$ cat src/hw/rtl/ufp_pkg.sv
// Package for the delimited serial frame parser.
// Holds the frame and number parse state types and the configuration
// register indexes. No dependencies.
package ufp_pkg;

  // Frame phase; the fourth code behaves as hunting
  typedef enum logic [1:0] {
    PH_HUNT    = 2'd0,
    PH_TAG     = 2'd1,
    PH_PAYLOAD = 2'd2
  } frame_phase_e;

  // Decimal text parse phase
  typedef enum logic [2:0] {
    NP_LEAD = 3'd0,
    NP_SIGN = 3'd1,
    NP_INT  = 3'd2,
    NP_FRAC = 3'd3,
    NP_DONE = 3'd4
  } num_phase_e;

  localparam int unsigned MantW = 47;
  localparam int unsigned FracW = 5;

  localparam logic [MantW-1:0] MantMax = {MantW{1'b1}};
  localparam logic [FracW-1:0] FracMax = {FracW{1'b1}};

  // Running state of the decimal parse
  typedef struct packed {
    logic             negative;
    logic [MantW-1:0] mantissa;
    logic [FracW-1:0] frac_count;
    num_phase_e       phase;
  } num_state_t;

  localparam num_state_t NumStateInit = '{
    negative:   1'b0,
    mantissa:   '0,
    frac_count: '0,
    phase:      NP_LEAD
  };

  // Configuration register indexes
  localparam logic [7:0] RegStartByte    = 8'd0;
  localparam logic [7:0] RegEndByte      = 8'd1;
  localparam logic [7:0] RegDirectionTag = 8'd2;
  localparam logic [7:0] RegAngleTag     = 8'd3;

  // Characters seen by the parser
  localparam logic [7:0] ChPlus  = 8'h2B;
  localparam logic [7:0] ChMinus = 8'h2D;
  localparam logic [7:0] ChPoint = 8'h2E;
  localparam logic [7:0] ChZero  = 8'h30;
  localparam logic [7:0] ChNine  = 8'h39;
  localparam logic [7:0] ChSpace = 8'h20;
  localparam logic [7:0] ChTab   = 8'h09;
  localparam logic [7:0] ChCr    = 8'h0D;

endpackage

$ cat src/hw/rtl/ufp_num_parse.sv
// One step of the incremental decimal text parser: takes the current parse
// state and one payload byte, gives the next parse state.
// Depends on ufp_pkg.
module ufp_num_parse import ufp_pkg::*; (
  input  num_state_t  state_i,
  input  logic [7:0]  char_i,
  output num_state_t  state_o
);

  localparam int unsigned ProdW = MantW + 4;

  logic             is_digit;
  logic             is_blank;
  logic             is_sign;
  logic             take_num;
  logic [ProdW-1:0] prod;
  logic [MantW-1:0] mant_next;

  // Classify the character
  assign is_digit = (char_i >= ChZero) && (char_i <= ChNine);
  assign is_blank = (char_i == ChSpace) || ((char_i >= ChTab) && (char_i <= ChCr));
  assign is_sign  = (char_i == ChPlus) || (char_i == ChMinus);

  // Append the digit: acc*10 + d, saturate at the mantissa limit
  assign prod = {1'b0, state_i.mantissa, 3'b000} + {3'b000, state_i.mantissa, 1'b0}
              + {{(ProdW-4){1'b0}}, char_i[3:0]};
  assign mant_next = (prod > {4'b0000, MantMax}) ? MantMax : prod[MantW-1:0];

  // Integer part handling shared by the lead, sign and integer phases
  assign take_num = ((state_i.phase == NP_LEAD) && !is_blank && !is_sign) ||
                    (state_i.phase == NP_SIGN) || (state_i.phase == NP_INT);

  always_comb begin
    state_o = state_i;
    if (take_num) begin
      if (is_digit) begin
        state_o.mantissa = mant_next;
        state_o.phase    = NP_INT;
      end else if (char_i == ChPoint) begin
        state_o.phase = NP_FRAC;
      end else begin
        state_o.phase = NP_DONE;
      end
    end else begin
      case (state_i.phase)
        NP_LEAD: begin
          // Blanks hold; a sign opens the number
          if (is_sign) begin
            state_o.negative = (char_i == ChMinus);
            state_o.phase    = NP_SIGN;
          end
        end
        NP_FRAC: begin
          if (is_digit) begin
            state_o.mantissa = mant_next;
            if (state_i.frac_count != FracMax) begin
              state_o.frac_count = state_i.frac_count + 1'b1;
            end
          end else begin
            state_o.phase = NP_DONE;
          end
        end
        default: begin
          state_o = state_i;
        end
      endcase
    end
  end

endmodule

$ cat src/hw/rtl/uart_frame_parser_decimal_field.sv
// Delimited serial frame parser with a decimal angle field.
// A result word appears on the output in the cycle after the end byte is
// accepted. Throughput: one byte word per cycle, set by the single
// registered update of frame and parse state; a byte is taken in the cycle a
// waiting result leaves, and a result held by the receiver stalls the input.
// Reset clears the frame state, the stored slot-0 byte and the output valid,
// and loads the register defaults.
module uart_frame_parser_decimal_field import ufp_pkg::*; #(
  parameter int unsigned MAX_LEN = 16
) (
  input  logic               clk_i,
  input  logic               rst_ni,
  // Configuration write channel
  input  logic               cfg_valid_i,
  output logic               cfg_ready_o,
  input  logic [7:0]         cfg_index_i,
  input  logic [7:0]         cfg_data_i,
  // Byte input channel
  input  logic               in_valid_i,
  output logic               in_ready_o,
  input  logic [7:0]         rx_byte_i,
  // Result channel
  output logic               out_valid_o,
  input  logic               out_ready_i,
  output logic               kind_o,
  output logic [7:0]         direction_o,
  output logic signed [47:0] angle_mantissa_o,
  output logic [4:0]         angle_frac_digits_o
);

  localparam int unsigned CntW = $clog2(MAX_LEN + 1);

  // Configuration registers
  logic [7:0] start_byte_q, end_byte_q, direction_tag_q, angle_tag_q;

  // Frame state
  frame_phase_e  phase_q, phase_d;
  logic [7:0]    tag_q, tag_d;
  logic [CntW-1:0] count_q, count_d;
  logic [7:0]    slot0_q, slot0_d;
  num_state_t    num_q, num_d, num_step;

  // Result
  logic          in_fire;
  logic          res_valid;
  logic          res_kind;
  logic [7:0]    res_dir;
  logic [47:0]   res_mant;
  logic [4:0]    res_frac;
  logic          out_valid_q, out_valid_d;
  logic          kind_q;
  logic [7:0]    dir_q;
  logic [47:0]   mant_q;
  logic [4:0]    frac_q;

  assign cfg_ready_o = 1'b1;
  assign in_ready_o  = !out_valid_q || out_ready_i;
  assign in_fire     = in_valid_i && in_ready_o;

  // Write configuration registers
  always_ff @(posedge clk_i or negedge rst_ni) begin
    if (!rst_ni) begin
      start_byte_q    <= 8'd170;
      end_byte_q      <= 8'd85;
      direction_tag_q <= 8'd1;
      angle_tag_q     <= 8'd2;
    end else if (cfg_valid_i) begin
      case (cfg_index_i)
        RegStartByte:    start_byte_q    <= cfg_data_i;
        RegEndByte:      end_byte_q      <= cfg_data_i;
        RegDirectionTag: direction_tag_q <= cfg_data_i;
        RegAngleTag:     angle_tag_q     <= cfg_data_i;
        default: ;
      endcase
    end
  end

  // Advance the decimal parser by one payload byte
  ufp_num_parse u_num_parse (
    .state_i (num_q),
    .char_i  (rx_byte_i),
    .state_o (num_step)
  );

  // Next frame state
  always_comb begin
    phase_d = phase_q;
    tag_d   = tag_q;
    count_d = count_q;
    slot0_d = slot0_q;
    num_d   = num_q;
    case (phase_q)
      PH_TAG: begin
        tag_d   = rx_byte_i;
        phase_d = PH_PAYLOAD;
      end
      PH_PAYLOAD: begin
        if (rx_byte_i == end_byte_q) begin
          phase_d = PH_HUNT;
        end else if (count_q < CntW'(MAX_LEN)) begin
          if (count_q == '0) begin
            slot0_d = rx_byte_i;
          end
          count_d = count_q + 1'b1;
          num_d   = num_step;
        end else begin
          // Overflow: drop the byte and go back to hunting
          phase_d = PH_HUNT;
        end
      end
      default: begin
        if (rx_byte_i == start_byte_q) begin
          phase_d = PH_TAG;
          count_d = '0;
          num_d   = NumStateInit;
        end
      end
    endcase
  end

  // Result produced by an end byte
  always_comb begin
    res_valid = 1'b0;
    res_kind  = 1'b0;
    res_dir   = '0;
    res_mant  = '0;
    res_frac  = '0;
    if ((phase_q == PH_PAYLOAD) && (rx_byte_i == end_byte_q)) begin
      if (tag_q == direction_tag_q) begin
        res_valid = (count_q <= CntW'(1));
        res_dir   = slot0_q;
      end else if (tag_q == angle_tag_q) begin
        res_valid = 1'b1;
        res_kind  = 1'b1;
        res_mant  = num_q.negative ? (48'd0 - {1'b0, num_q.mantissa})
                                   : {1'b0, num_q.mantissa};
        res_frac  = num_q.frac_count;
      end
    end
  end

  // Hold or replace the output word
  assign out_valid_d = (in_fire && res_valid) || (out_valid_q && !out_ready_i);

  always_ff @(posedge clk_i or negedge rst_ni) begin
    if (!rst_ni) begin
      phase_q     <= PH_HUNT;
      tag_q       <= '0;
      count_q     <= '0;
      slot0_q     <= '0;
      num_q       <= NumStateInit;
      out_valid_q <= 1'b0;
    end else begin
      out_valid_q <= out_valid_d;
      if (in_fire) begin
        phase_q <= phase_d;
        tag_q   <= tag_d;
        count_q <= count_d;
        slot0_q <= slot0_d;
        num_q   <= num_d;
      end
    end
  end

  // Output payload register
  always_ff @(posedge clk_i) begin
    if (in_fire && res_valid) begin
      kind_q <= res_kind;
      dir_q  <= res_dir;
      mant_q <= res_mant;
      frac_q <= res_frac;
    end
  end

  assign out_valid_o         = out_valid_q;
  assign kind_o              = kind_q;
  assign direction_o         = dir_q;
  assign angle_mantissa_o    = $signed(mant_q);
  assign angle_frac_digits_o = frac_q;

endmodule
$ cat config.mk
export PLATFORM = sky130hd
export DESIGN_NAME = uart_frame_parser_decimal_field
export DESIGN_NICKNAME = d
export VERILOG_FILES = /design/src/hw/rtl/ufp_pkg.sv /design/src/hw/rtl/ufp_num_parse.sv /design/src/hw/rtl/uart_frame_parser_decimal_field.sv
export SDC_FILE = /design/constraint.sdc
export NUM_CORES = 1
export LEC_CHECK = 0
export ABC_AREA = 0
export BUFFER_PORTS_ARGS = -buffer_cell sky130_fd_sc_hd__buf_2
export CAP_MARGIN = 30
export CELL_PAD_IN_SITES_DETAIL_PLACEMENT = 1
export CELL_PAD_IN_SITES_GLOBAL_PLACEMENT = 1
export CORE_UTILIZATION = 48
export DETAILED_ROUTE_END_ITERATION = 16
export GPL_ROUTABILITY_DRIVEN = 0
export HOLD_SLACK_MARGIN = 0.02
export PLACE_DENSITY_LB_ADDON = 0.1
export SYNTH_ARGS = -nofsm -noshare
export SYNTH_HDL_FRONTEND = slang
export SYNTH_SLANG_ARGS = --single-unit
$ cat constraint.sdc
create_clock -name clk_i -period 4.8 [get_ports clk_i]
set_input_delay 0 -clock clk_i [delete_from_list [all_inputs] [get_ports clk_i]]
set_output_delay 0 -clock clk_i [all_outputs]
set_load 0.01 [all_outputs]
==> impl_metrics.tcl, run 1 <==
set metrics [dict create \
    cts.sinks 174 \
    power.total_uw 6860 \
    critPathLaunchType "flop" \
    critical_path_class "reg -> reg" \
    post_cts_resized 0 \
    yosys_warnings 0 \
    drive_above_1_share_pct 16.2 \
    yosys-top-cells-area "dfrtp_1, edfxtp_1, ha_1, xor2_1, a21oi_1" \
    netlist_area_mm2 0.0118 \
    cp-startpoint "num_q[10]$_DFFE_PN0P_" \
    crit_path_max_fanout 47 \
    syn_inst 1229 \
    track_usage_pct 27.9 \
    syn_nets 1361 \
    hold_slack_ps 80.9 \
    start_util_pct 48.8 \
    antenna_found_initial 0 \
    drt_wl_total_um 34500 \
    synthToLayoutAreaGrowth_pct 13.0 \
    vias 9947 \
    finalHoldViolCount 0 \
    ys.flop_type "dfrtp_1" \
    grt_pass1_wl_um 56600 \
    dieArea_mm2 0.0253 \
    path_cells "inv_1 -> fa_1 -> inv_1 -> fa_1 -> a211oi_1 -> nor4_1 -> o31ai_1 -> buf_4 -> a211oi_1 -> o311ai_1 -> a221o_1 -> a2111oi_4 -> buf_12 -> a31oi_1" \
    holdPathEnd "slot0_q[1]$_DFFE_PN0P_" \
    final_common_cell "a21oi_1" \
    grt_max_degree 58 \
    wire_per_inst_um 21.0 \
    drc 0 \
    reg2regPathDepth 14 \
    status "completed" \
    setup_ws_ps 327 \
    seq_area_frac_synth_pct 39.5 \
    rows 57 \
    synth_edf_count 62 \
    worst_slew_margin_rel_pct 43.4 \
    period_minus_slack_ps 4470 \
    grt_pass1_vias 10400 \
    final_nets 1443 \
    worst_path_largest_cell_delay_ps 560 \
    core_area_mm2 0.0242 \
    dpl_cell_area_mm2 0.0126 \
    clkLatencyLatePin_ps 430 \
    r2r_slack_ps 330 \
    cts_tree "built" \
    clockBufferDepth 2 \
    synth_top_area_share_pct 21.6 \
    num_io_pins 94 \
    diodes 0 \
    power_density_mw_per_mm2 513 \
    synth-seq-cells 174 \
    maxCapViolations 0 \
    nFillCells 2784 \
    combPwrFrac_pct 48.0 \
    holdPathStages 2 \
    seq_power_share_pct 31.9 \
    dp_hpwl_um 24500 \
    place_ws_ps 400 \
    timing.setup.tns_ps 0 \
    die_y_um 159 \
    synth.avg_cell_area_um2 9.62 \
    cts_root_buffer "clkbuf_16" \
    worst_slew_pin_slew_ps 841 \
    maxSlewViolCount 0 \
    drt-vias-per-instance 6.04 \
    synthArstFlopShare_pct 64.4 \
    final_cell_mix "a21oi_1, dfrtp_1, ha_1" \
    r2r_start "num_q[10]$_DFFE_PN0P_" \
    finClkSkew_ps 13.0 \
    p_sw_uw 3070 \
    end_kind "flop" \
    max_clock_freq_mhz 224 \
    hp-start "rx_byte_i[1]" \
    antenna_left 0 \
    numCtsBuffers 17 \
    drt_iter0_markers 523 \
    max-vdd-ir-drop_mv 0.283 \
    clkPwrFrac_pct 20.1 \
    rsz0062_at_grt "no" \
    final_area_mm2 0.0134 \
    drt-pass1-iter-count 5 \
    grt_overflow 0 \
    timing.rr.end "num_q[25]$_DFFE_PN0P_" \
    p_leak_uw 0.00613 \
    htree_num_levels 4 \
    p_int_uw 3800 \
    sw_frac_of_total_pct 44.7 \
    cpMaxStageDelayCell "nor4_1" \
    hold_class "in -> reg" \
    synth.distinct_cells 70 \
    die_x_um 159 \
    worstPathArrival_ps 4750 \
    clkTransAtPathRegs_ps 70 \
    setup_viol 0 \
    port_buffers 92 \
    fin_crit_sh_pct 93.2 \
    synth_area_leader_cell "dfrtp_1" \
    required_ps 5080 \
]
critical path: cells and delay by family (launching register included):
kind	cells	cell delay [ps]
flip-flops	1	510
adder cells (fa/ha/maj)	2	710
AO/OA/AOI/OAI	7	1810
AND/OR/NAND/NOR	1	560
buffers and inverters	4	690
cell families (layout without fill, tap and decap cells):
| kind of cell | count (synthesis) | after routing | share of synthesized area, % |
|---|---|---|---|
| other | 1 | 1 | 0.0317 |
| xor gates and xnor gates | 119 | 119 | 8.81 |
| and+or+nand+nor | 351 | 351 | 14.5 |
| buffers and inverters | 93 | 188 | 3.25 |
| DFF | 174 | 174 | 39.5 |
| AOI/OAI and AO/OA | 336 | 336 | 18.0 |
| muxes | 52 | 52 | 4.91 |
| adders and majority gates | 103 | 103 | 11.0 |
worst max-delay path by stage:
stage,slack (ps),end,depth (start not counted)
final,330,num_q[25]$_DFFE_PN0P_,14
after global routing,40,num_q[25]$_DFFE_PN0P_,14
after CTS,360,num_q[13]$_DFFE_PN0P_,14
after detailed placement,400,num_q[13]$_DFFE_PN0P_,14
after global placement,520,num_q[13]$_DFFE_PN0P_,14
after floorplan,780,num_q[20]$_DFFE_PN0P_,15
Yosys cell counts (all sizes together) (10+ instances only):
library cell and count:
a31oi 51, o21ai 60, and3 11, nand4 21
inv 30, mux2 48, nand2 95, o31ai 22
edfxtp 62, dfrtp 102, nor2 98, xnor2 29
xor2 90, nor4 19, clkbuf 55, dfstp 10
nand3 19, o41ai 10, ha 101, a21oi 109
or3 11, a21o 13, nor3 23
flip-flops by register name, summed over array words and instances (netlist names):
| register | cells |
|---|---|
| kind_o | 1 |
| angle_tag_q | 8 |
| slot0_q | 8 |
| direction_o | 8 |
| num_q | 56 |
| angle_mantissa_o | 48 |
| start_byte_q | 8 |
| end_byte_q | 8 |
| tag_q | 8 |
| out_valid_o | 1 |
| angle_frac_digits_o | 5 |
| phase_q | 2 |
| direction_tag_q | 8 |
| count_q | 5 |
power by group through the flow:
stage / Clock [uW] / Sequential (uW) / Combinational [uW]
2_1_floorplan: 0 / 2060 / 2450
3_3_place_gp: 0 / 2180 / 3130
3_5_place_dp: 0 / 2200 / 3240
4_1_cts: 1410 / 2180 / 3300
5_1_grt: 1460 / 2230 / 3660
6_report: 1380 / 2190 / 3290
final cells by class:
type	count	area [um^2]	share of cell area, %
Clock buffer	19	464	3.47
Clock inverter	13	119	0.889
Tap cell	324	405	3.03
Multi-Input combinational cell	962	6820	51.0
Timing Repair Buffer	126	776	5.80
Sequential cell	174	4680	35.0
Inverter	30	113	0.842
routing by layer:
metal  vias to the layer above  track usage, %  wire (um)
li1                       4720               -          -
met3                        46            3.31       1070
met1                      4967            36.4      15300
met2                       214            48.5      17400
met4                         0            8.74        745
met5                         -               0          0
repair_timing:
item	4_1_cts	5_1_grt
hold endpoints to repair	92	0
setup buffers	0	0
hold buffers	19	0
through the flow:
step / utilization (%) / std cells
2_1_floorplan: - / 1229
3_3_place_gp: 51.9 / 1596
3_5_place_dp: 52.0 / 1597
4_1_cts: 55.1 / 1648
5_1_grt: 55.1 / 1648
6_report: 55.1 / 1648
Power figures use the tool's default switching activity.
==> run 2, diff against run 1 <==
--- a/config.mk
+++ b/config.mk
@@ -10,6 +10,7 @@
 export CAP_MARGIN = 30
 export CELL_PAD_IN_SITES_DETAIL_PLACEMENT = 1
 export CELL_PAD_IN_SITES_GLOBAL_PLACEMENT = 1
+export CORE_ASPECT_RATIO = 0.7
 export CORE_UTILIZATION = 48
 export DETAILED_ROUTE_END_ITERATION = 16
 export GPL_ROUTABILITY_DRIVEN = 0
==> run 2 against run 1 <==
Effect of this change: critical path depth shrank 1; non-clock buffer count shrank 2; setup slack gained 44 ps; wire length grew 5.6%; highest routed layer unchanged.
==> impl_metrics.tcl, run 2 (synthesis gave the netlist of run 1 again) <==
set metrics [dict create \
    status "completed" \
    dieArea_mm2 0.0253 \
    grt_max_degree 70 \
    worstPathArrival_ps 4700 \
    drc 0 \
    power_density_mw_per_mm2 520 \
    die_y_um 133 \
    port_buffers 92 \
    final_cell_mix "a21oi_1, dfrtp_1, ha_1" \
    critPathLaunchType "flop" \
    postCtsSetupBuffers 0 \
    finalHoldViolCount 0 \
    start_util_pct 49.4 \
    critical_path_class "reg -> reg" \
    cts.sinks 174 \
    numCtsBuffers 17 \
    clkLatencyLatePin_ps 450 \
    antenna_left 0 \
    crit_path_max_fanout 28 \
    hold_class "in -> async" \
    finClkSkew_ps 24.6 \
    dpl_cell_area_mm2 0.0126 \
    dp_hpwl_um 26300 \
    place_ws_ps 276 \
    clkTransAtPathRegs_ps 70 \
    diodes 0 \
    grt_pass1_vias 9909 \
    worst_slew_margin_rel_pct 40.9 \
    maxCapViolations 0 \
    worst_slew_pin_slew_ps 879 \
    core_area_mm2 0.0239 \
    drt-vias-per-instance 6.09 \
    timing.setup.tns_ps 0 \
    p_leak_uw 0.00613 \
    rows 47 \
    final_area_mm2 0.0134 \
    num_io_pins 94 \
    nFillCells 2699 \
    max_clock_freq_mhz 226 \
    max-vdd-ir-drop_mv 0.285 \
    maxSlewViolCount 0 \
    wire_per_inst_um 22.2 \
    seq_area_mm2 0.00468 \
    setup_ws_ps 371 \
    drt_iter0_markers 734 \
    htree_num_levels 4 \
    drt-pass1-iter-count 4 \
    period_minus_slack_ps 4430 \
    required_ps 5070 \
    clockBufferDepth 2 \
    largest_reg_flops 56 \
    rsz0062_at_grt "no" \
    die_x_um 190 \
    cts_tree "built" \
    vias 9994 \
    grt_overflow 0 \
    multiInputGateArea_mm2 0.00683 \
    top_register "num_q" \
    drive_above_1_share_pct 16.1 \
    grt_pass1_wl_um 58000 \
    hold_slack_ps 26.7 \
    synthToLayoutAreaGrowth_pct 13.1 \
    antenna_found_initial 0 \
    final_nets 1441 \
    fin_crit_sh_pct 92.3 \
    track_usage_pct 29.8 \
    drt_wl_total_um 36400 \
    cts_root_buffer "clkbuf_16" \
    final_common_cell "a21oi_1" \
    setup_viol 0 \
    end_kind "flop" \
]
[run 2: report_power, final]
group	internal (uW)	switching, uW	leakage (uW)
logic	1280	2060	0.00373
registers	1780	417	0.00211
clock network	773	642	0.000289
[run 2: area by class of cell]
class	instances	area share, %
clock inverter	8	0.486
inverter	30	0.842
tap	318	2.97
sequential	174	35.0
timing repair buffer	124	5.82
clock buffer	24	3.88
multi-input combinational	962	51.0
[run 2: final timing paths]
check                                  startpoint                      to  slack, ps  depth (start not counted)
max                          num_q[8]$_DFFE_PN0P_   num_q[20]$_DFFE_PN0P_        370                         13
min                                        rst_ni   num_q[38]$_DFFE_PN0P_         30                          2
max reg2reg                  num_q[8]$_DFFE_PN0P_   num_q[20]$_DFFE_PN0P_        370                         13
min reg2reg                slot0_q[4]$_DFFE_PN0P_  slot0_q[4]$_DFFE_PN0P_        500                          1
max in group asynchronous                  rst_ni    num_q[9]$_DFFE_PN0P_       3790                          3
min in group clk_i                   rx_byte_i[2]    tag_q[2]$_DFFE_PN0P_         70                          2
[run 2: worst max-delay path, cell delays in order (launching register included)]
cell and delay (ps):
dfrtp_1 460, inv_1 130, fa_1 510, inv_1 80, fa_1 510, a211oi_2 340, nor4_1 150, o31ai_2 410
a211oi_1 180, o311ai_1 340, nand3_1 190, a2111oi_4 400, buf_4 380, a31oi_1 160
[run 2: stage by stage]
stage	total power, uW	utilization [%]	std cells
6_report	6950	55.9	1640
5_1_grt	7400	55.9	1640
3_3_place_gp	5320	52.6	1590
4_1_cts	6910	55.7	1639
3_5_place_dp	5450	52.6	1590
2_1_floorplan	4520	-	1229
[run 2: metal layers]
metal,routed length [um],GRT usage [%],vias to the layer above
met1,18900,47.7,5024
met3,2070,5.64,22
met2,15100,40.9,240
met5,0,0,-
met4,364,6.27,0
li1,-,-,4708
[run 2: repair_timing]
action | in CTS | in global routing
setup endpoints to repair | 0 | 47
hold buffers | 17 | 0
endpoints found under the hold margin | 113 | 0
resized for setup | 0 | 2
